## src/hw/rtl/rss_pkg.sv

```systemverilog
// Shared types and constants for the REP string step pipeline.
// No dependencies; imported by every module of the block.
package rss_pkg;

  localparam logic [7:0] OPC_MOVSB = 8'hA4;
  localparam logic [7:0] OPC_MOVSW = 8'hA5;
  localparam logic [7:0] OPC_CMPSB = 8'hA6;
  localparam logic [7:0] OPC_CMPSW = 8'hA7;
  localparam logic [7:0] OPC_STOSB = 8'hAA;
  localparam logic [7:0] OPC_STOSW = 8'hAB;
  localparam logic [7:0] OPC_LODSB = 8'hAC;
  localparam logic [7:0] OPC_LODSW = 8'hAD;
  localparam logic [7:0] OPC_SCASB = 8'hAE;
  localparam logic [7:0] OPC_SCASW = 8'hAF;
  localparam logic [7:0] OPC_INSB  = 8'h6C;
  localparam logic [7:0] OPC_INSW  = 8'h6D;
  localparam logic [7:0] OPC_OUTSB = 8'h6E;
  localparam logic [7:0] OPC_OUTSW = 8'h6F;

  typedef enum logic [1:0] {
    ST_OK        = 2'd0,
    ST_ILLEGAL   = 2'd1,
    ST_SEG_FAULT = 2'd2
  } status_t;

  typedef enum logic [2:0] {
    OP_MOVS,
    OP_CMPS,
    OP_STOS,
    OP_LODS,
    OP_SCAS,
    OP_INS,
    OP_OUTS,
    OP_ILLEGAL
  } op_cls_t;

  // decode stage -> execute stage
  typedef struct packed {
    logic        iter;
    logic        mw;
    logic        pw;
    logic        fw;
    logic        step_si;
    logic        step_di;
    logic        word;
    logic        down;
    logic        repe;
    status_t     status;
    logic [15:0] cx;
    logic [15:0] si;
    logic [15:0] di;
    logic [15:0] ax;
    logic [15:0] wdata;
    logic [15:0] op_a;
    logic [15:0] op_b;
  } dec_t;

  // execute stage -> flag/output stage
  typedef struct packed {
    logic        iter;
    logic        mw;
    logic        pw;
    logic        fw;
    logic        word;
    logic        repe;
    status_t     status;
    logic [15:0] cx;
    logic [15:0] si;
    logic [15:0] di;
    logic [15:0] ax;
    logic [15:0] wdata;
    logic [15:0] diff;
    logic        cf;
    logic        af;
    logic        of;
  } exe_t;

endpackage

```

## src/hw/rtl/rss_decode.sv

```systemverilog
// Stage 1: opcode decode, fault checks, operand and write data selection.
// Depends on rss_pkg.
module rss_decode import rss_pkg::*; (
  input  logic        clk,
  input  logic        rst,
  input  logic        en,
  input  logic        in_valid,
  input  logic [7:0]  opcode,
  input  logic        rep_mode,
  input  logic        direction,
  input  logic        segment_override,
  input  logic [15:0] count_in,
  input  logic [15:0] src_index,
  input  logic [15:0] dst_index,
  input  logic [15:0] acc,
  input  logic [15:0] src_data,
  input  logic [15:0] dst_data,
  input  logic [15:0] port_data,
  output logic        dec_valid,
  output dec_t        dec
);

  op_cls_t     cls;
  logic        word;
  logic [15:0] mask;
  dec_t        dec_next;

  always_comb begin
    unique case (opcode[7:1])
      OPC_MOVSB[7:1]: cls = OP_MOVS;
      OPC_CMPSB[7:1]: cls = OP_CMPS;
      OPC_STOSB[7:1]: cls = OP_STOS;
      OPC_LODSB[7:1]: cls = OP_LODS;
      OPC_SCASB[7:1]: cls = OP_SCAS;
      OPC_INSB[7:1]:  cls = OP_INS;
      OPC_OUTSB[7:1]: cls = OP_OUTS;
      default:        cls = OP_ILLEGAL;
    endcase
  end

  assign word = opcode[0];
  assign mask = word ? 16'hFFFF : 16'h00FF;

  always_comb begin
    dec_next         = '0;
    dec_next.word    = word;
    dec_next.down    = direction;
    dec_next.repe    = rep_mode;
    dec_next.cx      = count_in;
    dec_next.si      = src_index;
    dec_next.di      = dst_index;
    dec_next.ax      = acc;
    dec_next.status  = ST_OK;
    if (segment_override) begin
      dec_next.status = ST_SEG_FAULT;
    end else if (count_in != 16'd0) begin
      dec_next.iter = 1'b1;
      unique case (cls)
        OP_MOVS: begin
          dec_next.mw      = 1'b1;
          dec_next.wdata   = src_data & mask;
          dec_next.step_si = 1'b1;
          dec_next.step_di = 1'b1;
        end
        OP_CMPS: begin
          dec_next.fw      = 1'b1;
          dec_next.op_a    = src_data & mask;
          dec_next.op_b    = dst_data & mask;
          dec_next.step_si = 1'b1;
          dec_next.step_di = 1'b1;
        end
        OP_STOS: begin
          dec_next.mw      = 1'b1;
          dec_next.wdata   = acc & mask;
          dec_next.step_di = 1'b1;
        end
        OP_LODS: begin
          dec_next.ax      = word ? src_data : {acc[15:8], src_data[7:0]};
          dec_next.step_si = 1'b1;
        end
        OP_SCAS: begin
          dec_next.fw      = 1'b1;
          dec_next.op_a    = acc & mask;
          dec_next.op_b    = dst_data & mask;
          dec_next.step_di = 1'b1;
        end
        OP_INS: begin
          dec_next.mw      = 1'b1;
          dec_next.wdata   = port_data & mask;
          dec_next.step_di = 1'b1;
        end
        OP_OUTS: begin
          dec_next.pw      = 1'b1;
          dec_next.wdata   = src_data & mask;
          dec_next.step_si = 1'b1;
        end
        default: begin
          dec_next.iter   = 1'b0;
          dec_next.status = ST_ILLEGAL;
        end
      endcase
    end
  end

  always_ff @(posedge clk) begin
    if (rst) begin
      dec_valid <= 1'b0;
    end else if (en) begin
      dec_valid <= in_valid;
    end
  end

  always_ff @(posedge clk) begin
    if (en) begin
      dec <= dec_next;
    end
  end

endmodule

```

## src/hw/rtl/rss_exec.sv

```systemverilog
// Stage 2: compare subtract with carry, aux and overflow, index steps, count.
// Depends on rss_pkg.
module rss_exec import rss_pkg::*; (
  input  logic clk,
  input  logic rst,
  input  logic en,
  input  logic dec_valid,
  input  dec_t dec,
  output logic exe_valid,
  output exe_t exe
);

  logic [16:0] diff_full;
  logic [15:0] mask;
  logic [15:0] r;
  logic [15:0] step;
  logic [15:0] ovf;
  exe_t        exe_next;

  assign mask      = dec.word ? 16'hFFFF : 16'h00FF;
  assign step      = {14'd0, dec.word, ~dec.word};
  assign diff_full = {1'b0, dec.op_a} - {1'b0, dec.op_b};
  assign r         = diff_full[15:0] & mask;
  assign ovf       = (dec.op_a ^ dec.op_b) & (dec.op_a ^ r);

  always_comb begin
    exe_next        = '0;
    exe_next.iter   = dec.iter;
    exe_next.mw     = dec.mw;
    exe_next.pw     = dec.pw;
    exe_next.fw     = dec.fw;
    exe_next.word   = dec.word;
    exe_next.repe   = dec.repe;
    exe_next.status = dec.status;
    exe_next.ax     = dec.ax;
    exe_next.wdata  = dec.wdata;
    exe_next.diff   = r;
    exe_next.cf     = diff_full[16];
    exe_next.af     = dec.op_a[4] ^ dec.op_b[4] ^ r[4];
    exe_next.of     = dec.word ? ovf[15] : ovf[7];
    exe_next.cx     = dec.iter ? dec.cx - 16'd1 : dec.cx;
    exe_next.si     = dec.si;
    exe_next.di     = dec.di;
    if (dec.step_si) begin
      exe_next.si = dec.down ? dec.si - step : dec.si + step;
    end
    if (dec.step_di) begin
      exe_next.di = dec.down ? dec.di - step : dec.di + step;
    end
  end

  always_ff @(posedge clk) begin
    if (rst) begin
      exe_valid <= 1'b0;
    end else if (en) begin
      exe_valid <= dec_valid;
    end
  end

  always_ff @(posedge clk) begin
    if (en) begin
      exe <= exe_next;
    end
  end

endmodule

```

## src/hw/rtl/rss_result.sv

```systemverilog
// Stage 3: parity, zero and sign flags, repeat decision, output register.
// Depends on rss_pkg.
module rss_result import rss_pkg::*; (
  input  logic        clk,
  input  logic        rst,
  input  logic        en,
  input  logic        exe_valid,
  input  exe_t        exe,
  output logic        out_valid,
  output logic [15:0] new_count,
  output logic [15:0] new_src_index,
  output logic [15:0] new_dst_index,
  output logic [15:0] new_acc,
  output logic        mem_write,
  output logic        port_write,
  output logic [15:0] write_data,
  output logic        flags_written,
  output logic [5:0]  flags_out,
  output logic        repeat_again,
  output logic [1:0]  status
);

  logic       zf;
  logic       sf;
  logic       pf;
  logic       again_next;
  logic [5:0] flags_next;

  assign zf = (exe.diff == 16'd0);
  assign sf = exe.word ? exe.diff[15] : exe.diff[7];
  assign pf = ~^exe.diff[7:0];

  assign flags_next = exe.fw ? {exe.of, sf, zf, exe.af, pf, exe.cf} : 6'd0;
  assign again_next = exe.iter & (exe.fw ? (exe.repe ? zf : ~zf) : 1'b1);

  always_ff @(posedge clk) begin
    if (rst) begin
      out_valid <= 1'b0;
    end else if (en) begin
      out_valid <= exe_valid;
    end
  end

  always_ff @(posedge clk) begin
    if (en) begin
      new_count     <= exe.cx;
      new_src_index <= exe.si;
      new_dst_index <= exe.di;
      new_acc       <= exe.ax;
      mem_write     <= exe.mw;
      port_write    <= exe.pw;
      write_data    <= exe.wdata;
      flags_written <= exe.fw;
      flags_out     <= flags_next;
      repeat_again  <= again_next;
      status        <= exe.status;
    end
  end

endmodule

```

## src/hw/rtl/x86_rep_string_step_unit.sv

```systemverilog
// One iteration of an 8086 REP string instruction per beat, in three register
// stages: decode, subtract and index step, flags and result. A beat accepted
// on in_valid with in_stall low passes through those registers in order, and
// the unit takes a new beat every cycle; only out_stall slows it. Empty stages
// are filled while the output is held, so in_stall rises only when all three
// stages hold beats and the output is stalled. Depends on rss_pkg,
// rss_decode, rss_exec, rss_result.
module x86_rep_string_step_unit import rss_pkg::*; (
  input  logic        clk,
  input  logic        rst,
  input  logic        in_valid,
  output logic        in_stall,
  input  logic [7:0]  opcode,
  input  logic        rep_mode,
  input  logic        direction,
  input  logic        segment_override,
  input  logic [15:0] count_in,
  input  logic [15:0] src_index,
  input  logic [15:0] dst_index,
  input  logic [15:0] acc,
  input  logic [15:0] src_data,
  input  logic [15:0] dst_data,
  input  logic [15:0] port_data,
  output logic        out_valid,
  input  logic        out_stall,
  output logic [15:0] new_count,
  output logic [15:0] new_src_index,
  output logic [15:0] new_dst_index,
  output logic [15:0] new_acc,
  output logic        mem_write,
  output logic        port_write,
  output logic [15:0] write_data,
  output logic        flags_written,
  output logic [5:0]  flags_out,
  output logic        repeat_again,
  output logic [1:0]  status
);

  logic dec_valid;
  logic exe_valid;
  logic en1;
  logic en2;
  logic en3;
  dec_t dec;
  exe_t exe;

  assign en3      = ~out_valid | ~out_stall;
  assign en2      = ~exe_valid | en3;
  assign en1      = ~dec_valid | en2;
  assign in_stall = ~en1;

  rss_decode u_decode (
    .clk              (clk),
    .rst              (rst),
    .en               (en1),
    .in_valid         (in_valid),
    .opcode           (opcode),
    .rep_mode         (rep_mode),
    .direction        (direction),
    .segment_override (segment_override),
    .count_in         (count_in),
    .src_index        (src_index),
    .dst_index        (dst_index),
    .acc              (acc),
    .src_data         (src_data),
    .dst_data         (dst_data),
    .port_data        (port_data),
    .dec_valid        (dec_valid),
    .dec              (dec)
  );

  rss_exec u_exec (
    .clk       (clk),
    .rst       (rst),
    .en        (en2),
    .dec_valid (dec_valid),
    .dec       (dec),
    .exe_valid (exe_valid),
    .exe       (exe)
  );

  rss_result u_result (
    .clk           (clk),
    .rst           (rst),
    .en            (en3),
    .exe_valid     (exe_valid),
    .exe           (exe),
    .out_valid     (out_valid),
    .new_count     (new_count),
    .new_src_index (new_src_index),
    .new_dst_index (new_dst_index),
    .new_acc       (new_acc),
    .mem_write     (mem_write),
    .port_write    (port_write),
    .write_data    (write_data),
    .flags_written (flags_written),
    .flags_out     (flags_out),
    .repeat_again  (repeat_again),
    .status        (status)
  );

endmodule

```

## config.mk

```make
export PLATFORM = sky130hd
export DESIGN_NAME = x86_rep_string_step_unit
export DESIGN_NICKNAME = d
export VERILOG_FILES = /design/src/hw/rtl/rss_pkg.sv /design/src/hw/rtl/rss_decode.sv /design/src/hw/rtl/rss_exec.sv /design/src/hw/rtl/rss_result.sv /design/src/hw/rtl/x86_rep_string_step_unit.sv
export SDC_FILE = /design/constraint.sdc
export NUM_CORES = 1
export LEC_CHECK = 0
export BUFFER_PORTS_ARGS = -buffer_cell sky130_fd_sc_hd__buf_2
export CELL_PAD_IN_SITES_DETAIL_PLACEMENT = 0
export CELL_PAD_IN_SITES_GLOBAL_PLACEMENT = 1
export CORE_UTILIZATION = 36
export CTS_CLUSTER_SIZE = 16
export DETAILED_ROUTE_END_ITERATION = 16
export PLACE_DENSITY = 0.65
export SYNTH_ARGS = -nofsm -noshare
export SYNTH_HDL_FRONTEND = slang
export SYNTH_HIERARCHICAL = 1
export SYNTH_SLANG_ARGS = --single-unit
```

## constraint.sdc

```tcl
create_clock -name clk -period 7.5 [get_ports clk]
set_clock_uncertainty 0.2 [all_clocks]
set_input_delay 2.25 -clock clk [delete_from_list [all_inputs] [get_ports clk]]
set_output_delay 2.25 -clock clk [all_outputs]
set_load 0.01 [all_outputs]
```

# ---- Word level (Yosys, flattened, before mapping)
# Cells that the tools add are included.
dict set report totals {
  input_bits 127
  output_inout_bits 94
  register_bits 325
  word_cells 126
}
dict set report op_classes {
  n_reduce_logical 11
  n_eq_ne 13
  addsub 6
  bitwise_logic 22
  muxes 26
}
# operator n
set op_table {}
lappend op_table {{$mux 16} 9}
lappend op_table {{$mux 64} 2}
lappend op_table {{$and 16x16->16} 6}
lappend op_table {{$pmux 32 s2} 1}
lappend op_table {{$pmux 16 s3} 1}
lappend op_table {{$eq 7x7->1 const B} 5}
lappend op_table {{$add 16x2->16} 2}
lappend op_table {{$sub 16x2->16} 2}
lappend op_table {{$xor 16x16->16} 2}
lappend op_table {{$pmux 3 s7} 1}
lappend op_table {{$sub 16x16->17} 1}
lappend op_table {{$logic_not 16->1} 1}
lappend op_table {{$reduce_bool 16->1} 1}
lappend op_table {{$sub 16x1->16 const B} 1}
lappend op_table {{$eq 7x6->1 const B} 2}
lappend op_table {{$mux 1} 11}
lappend op_table {{$eq 3x3->1 const B} 3}
lappend op_table {{$not 1->1} 8}
lappend op_table {{$reduce_xnor 8->1} 1}
lappend op_table {{$reduce_or 7->1} 1}
lappend op_table {{$eq 3x2->1 const B} 2}
lappend op_table {{$reduce_or 2->1} 3}
lappend op_table {{$reduce_or 5->1} 1}
lappend op_table {{$reduce_or 4->1} 1}
lappend op_table {{7 further kinds} 10}

# ---- Logic depth before layout (Yosys ltp)
dict set report logic_depth {
  depth_word 7
  depth_mapped 11
  mapped_depth_nobuf 11
}

# ---- Hierarchy
# The synthesis kept the hierarchy.
# mod seq_area_each_um2 cells_each area_per_inst_um2 n_inst
set by_module_without_submodules {}
lappend by_module_without_submodules {rss_exec 3233.1 553 6334.8 1}
lappend by_module_without_submodules {rss_decode 3713.6 297 4858.4 1}
lappend by_module_without_submodules {rss_result 2782.7 128 3044.2 1}
lappend by_module_without_submodules {x86_rep_string_step_unit 0.0 4 23.8 1}

# ---- Least setup slack after synthesis
# OpenSTA, ideal clock, no wires.
dict set report synth_path {
  path_kind {input-to-reg}
  start {input port out_stall}
  end {register u_decode/dec[0] (netlist name)}
  n_path_buf 0
  t_required_ns 5.645
  stages 1
  path_slack_ns 0.024
  arrival_time_ns 5.621
  setup_ns 1.655
  cell_sequence {nand4_1}
}
dict set report synth_between {
  elab_chain_len 4
}
# element line
set synth_rtl {}
lappend synth_rtl {{from (decl)} x86_rep_string_step_unit.sv:25} ;# input logic out_stall,
lappend synth_rtl {{$not 1->1} x86_rep_string_step_unit.sv:47} ;# assign en3 = ~out_valid | ~out_stall;
lappend synth_rtl {{$or 1x1->1} x86_rep_string_step_unit.sv:47}
lappend synth_rtl {{$or 1x1->1} x86_rep_string_step_unit.sv:48} ;# assign en2 = ~exe_valid | en3;
lappend synth_rtl {{$or 1x1->1} x86_rep_string_step_unit.sv:49} ;# assign en1 = ~dec_valid | en2;
# Every way passes these cells.
# A chain may end at the register's enable or synchronous reset.

# ---- Worst setup path after layout
dict set report layout_path {
  start {input port out_stall}
  end {output port in_stall}
}
dict set report layout_between {
  elab_chain_len 5
}
# element line
set layout_rtl {}
lappend layout_rtl {{$not 1->1} x86_rep_string_step_unit.sv:47}
lappend layout_rtl {{$or 1x1->1} x86_rep_string_step_unit.sv:47}
lappend layout_rtl {{$or 1x1->1} x86_rep_string_step_unit.sv:48}
lappend layout_rtl {{$or 1x1->1} x86_rep_string_step_unit.sv:49}
lappend layout_rtl {{$not 1->1} x86_rep_string_step_unit.sv:50} ;# assign in_stall = ~en1;
lappend layout_rtl {{to (decl)} x86_rep_string_step_unit.sv:12} ;# output logic in_stall,
# Every way passes these cells.

==> out/qor.yml <==
drtAntennaViolNets: 0
hold_path.class: "register to register"
portBuffers: 220
synth-warning-count: 6
synthArstFlopShare_pct: 0
crit_chain: "buf_2 > and4_1 > buf_2"
initial_core_util_pct: 36.7
hold_path_end: "u_result/new_count[15]"
ys_ff_latch: 325
tightest_slew_ns: 1.06
vias: 8913
grt_util_met2_pct: 25.8
slowest_delay_ns: 0.18
period_minus_slack_ns: 5.15
ir_drop_v: 0.000119
viasPerCell: 5.02
cts_made_buffers: 38
p_leak_uw: 0.00697
clock.fmax_mhz: 194
syn_inst: 982
whs_ns: 0.212
cts_root_buffer: "clkbuf_16"
hpwl_mm: 23.2
ff2ff_setup_slack_ns: 3.95
gp_congestion: 0.848
worstHoldStart: "u_exec/exe[98]"
reg2reg_to: "u_exec/exe[82]"
cts.htree.levels: 2
cpMostUsedCell: "buf_2"
crit_type: "input port to output port"
stdcell_area_mm2: 0.0172
grtUsageMet3_pct: 4.87
ys_seq_area_share_pct: 68.2
cts_setup_buffers: 0
synth_cell_types: 79
first_pass_iters: 5
slew_headroom_pct: 28.9
dp.cells: 1707
route.detailed.drc: 0
cp_slowest_cell: "and4_1"
antenna_found_initial: 3
routed_wl_mm: 32.7
final_cells: 1775
nets: 1410
synth-edff-count: 322
pre_cts_ws_ns: 2.34
timing.rr.start: "u_decode/dec[116]"
setup_viol: 0
io_pins: 221
drtIter0Drc: 571
grt_pass1_wl_mm: 49.8
cts_hold_buf: 0
core_mm2: 0.0388
routedWlPerCell_um: 18.4
clk_pin_slew_worst_paths_ns: 0.06
max_cap_violations: 0
met1_usage_pct: 20.6
required_ns: 5.05
clkSinkCount: 325
syn_to_final_growth_pct: 20.7
synth_nets: 1163
worstSetupEndpointType: "output port"
cts_tree: "done"
grt-ovfl-total: 0
track_usage_pct: 16.1
drive_gt1_share_pct: 26.4
worst_slack_ns: 2.35
rsz0062_at_grt: "false"
die_x_um: 201
period_share_pct: 68.7
first_global_vias: 8778
status: "finished clean"
cp_max_fo: 4
hold_viol: 0
tns_ns: 0
busiest_layer: "met2"
clock_latency_ns: 0.54
die-area_mm2: 0.0404
cp.arrival_ns: 2.70
slew_viol_final: 0
start_kind: "input port"
n_antenna_cell: 0
die_y_um: 201
post_synth.cell_area_avg_um2: 14.5
synth.cell_area_mm2: 0.0143
grt_max_degree: 125
r2r_cells: 11
powerDensity_mw_per_mm2: 240
clockBufferDepth: 3
place_area_mm2: 0.0160
ys.flop_type: "edfxtp_1"
rows: 72
whs_path_depth: 0
cts_resized: 0
## critical path, delay by kind of cell
family / cells / cell delay, ns
buffers and inverters: 2 / 0.27
and+or+nand+nor: 1 / 0.18
## stage by stage
step | utilization (%) | power, µW
floorplan | - | 2300
global placement | 41.2 | 2420
detailed placement | 41.2 | 2420
CTS | 44.3 | 4190
global route | 44.3 | 4300
finish | 44.3 | 4130
## layer usage
metal  vias to the layer above  wire, µm
li1                       4321         -
met4                         6       877
met3                        62      2470
met1                      4242     14200
met2                       282     15100
met5                         -        32
## flip-flops by register name (all words and copies together), names as in the netlist
| name | flops |
|---|---|
| u_result/new_dst_index | 16 |
| u_result/new_src_index | 16 |
| u_result/port_write | 1 |
| u_result/mem_write | 1 |
| u_exec/exe | 107 |
| u_result/new_count | 16 |
| u_result/write_data | 16 |
| u_result/repeat_again | 1 |
| u_decode/dec | 123 |
| u_result/status | 2 |
| u_exec/exe_valid | 1 |
| u_result/new_acc | 16 |
| u_result/flags_written | 1 |
| u_decode/dec_valid | 1 |
| u_result/flags_out | 6 |
| u_result/out_valid | 1 |
## kinds of logic (layout without fill, tap and decap cells)
family | count (synthesis) | after routing | share of synthesized area (%)
compound gates | 173 | 173 | 8.85
xor+xnor | 40 | 40 | 2.46
fa+ha+maj | 54 | 54 | 4.90
buf+inv | 75 | 350 | 2.04
flops | 325 | 325 | 68.2
mux | 35 | 35 | 2.68
simple gates | 280 | 280 | 10.8
## power by group
part           switching, µW  leakage, µW  total, µW  internal (µW)
Clock                    720     0.000557       1750           1030
Combinational            160      0.00278        282            122
Sequential              33.2      0.00363       2100           2070
Total                    913      0.00697       4130           3220
## synth_stat cells (6+ instances only)
cell      count  area share (%)
nand2b_1     13            0.57
o21ai_0      23            0.81
xor2_1       20             1.2
a31oi_1       6            0.26
edfxtp_1    322              68
ha_1         51             4.5
o21a_1       12            0.63
or3_1         7            0.31
nand3b_1      7            0.37
xnor2_1      20             1.2
mux2i_1       9            0.63
a21o_1       16            0.84
nor2b_1      11            0.48
nor2_1       83             2.2
mux2_2       26             2.1
and2_1        6            0.26
a22oi_1      16            0.84
a211oi_1      6            0.32
inv_1        53             1.4
nor3_1       25            0.88
nand4_1       7            0.31
nand3_1      22            0.77
and3_1       12            0.53
a21oi_1      33             1.2
a222oi_1     16             1.1
nand2_1      38             1.0
clkbuf_1     16            0.42
nor4_1       11            0.48
## final cells by class
cell class	instances	area, µm²
Clock buffer	47	1010
Clock inverter	21	186
Fill cell	3571	21600
Inverter	55	206
Multi-Input combinational cell	582	4270
Sequential cell	325	9730
Tap cell	518	648
Timing Repair Buffer	227	1170
## cells in the final DEF, fill, tap and decap left out, types with 7 or more instances in the layout
master / n
xnor2_1: 20
and3_1: 12
a22oi_1: 16
clkbuf_16: 39
buf_2: 220
a222oi_1: 16
nor2b_1: 11
clkinv_1: 10
nor2_1: 83
inv_1: 53
nor3_1: 24
mux2i_1: 9
or3_1: 7
mux2_2: 26
a21o_1: 16
o21ai_0: 23
nand2b_1: 13
ha_1: 51
nand4_1: 7
nand3b_1: 7
a21oi_1: 33
nand2_1: 37
nor4_1: 11
clkbuf_1: 8
xor2_1: 20
edfxtp_1: 322
o21a_1: 12
nand3_1: 21
## worst max path at each step
| stage | from | endpoint | slack, ns | depth (start not counted) |
|---|---|---|---|---|
| 2_1_floorplan | out_stall | u_decode/dec[0] | 0.02 | 1 |
| 3_3_place_gp | out_stall | in_stall | 2.34 | 3 |
| 3_5_place_dp | out_stall | in_stall | 2.34 | 3 |
| 4_1_cts | out_stall | in_stall | 2.34 | 3 |
| 5_1_grt | out_stall | in_stall | 2.34 | 3 |
| 6_report | out_stall | in_stall | 2.35 | 3 |
Note: power is estimated with default switching activity, not from simulation.
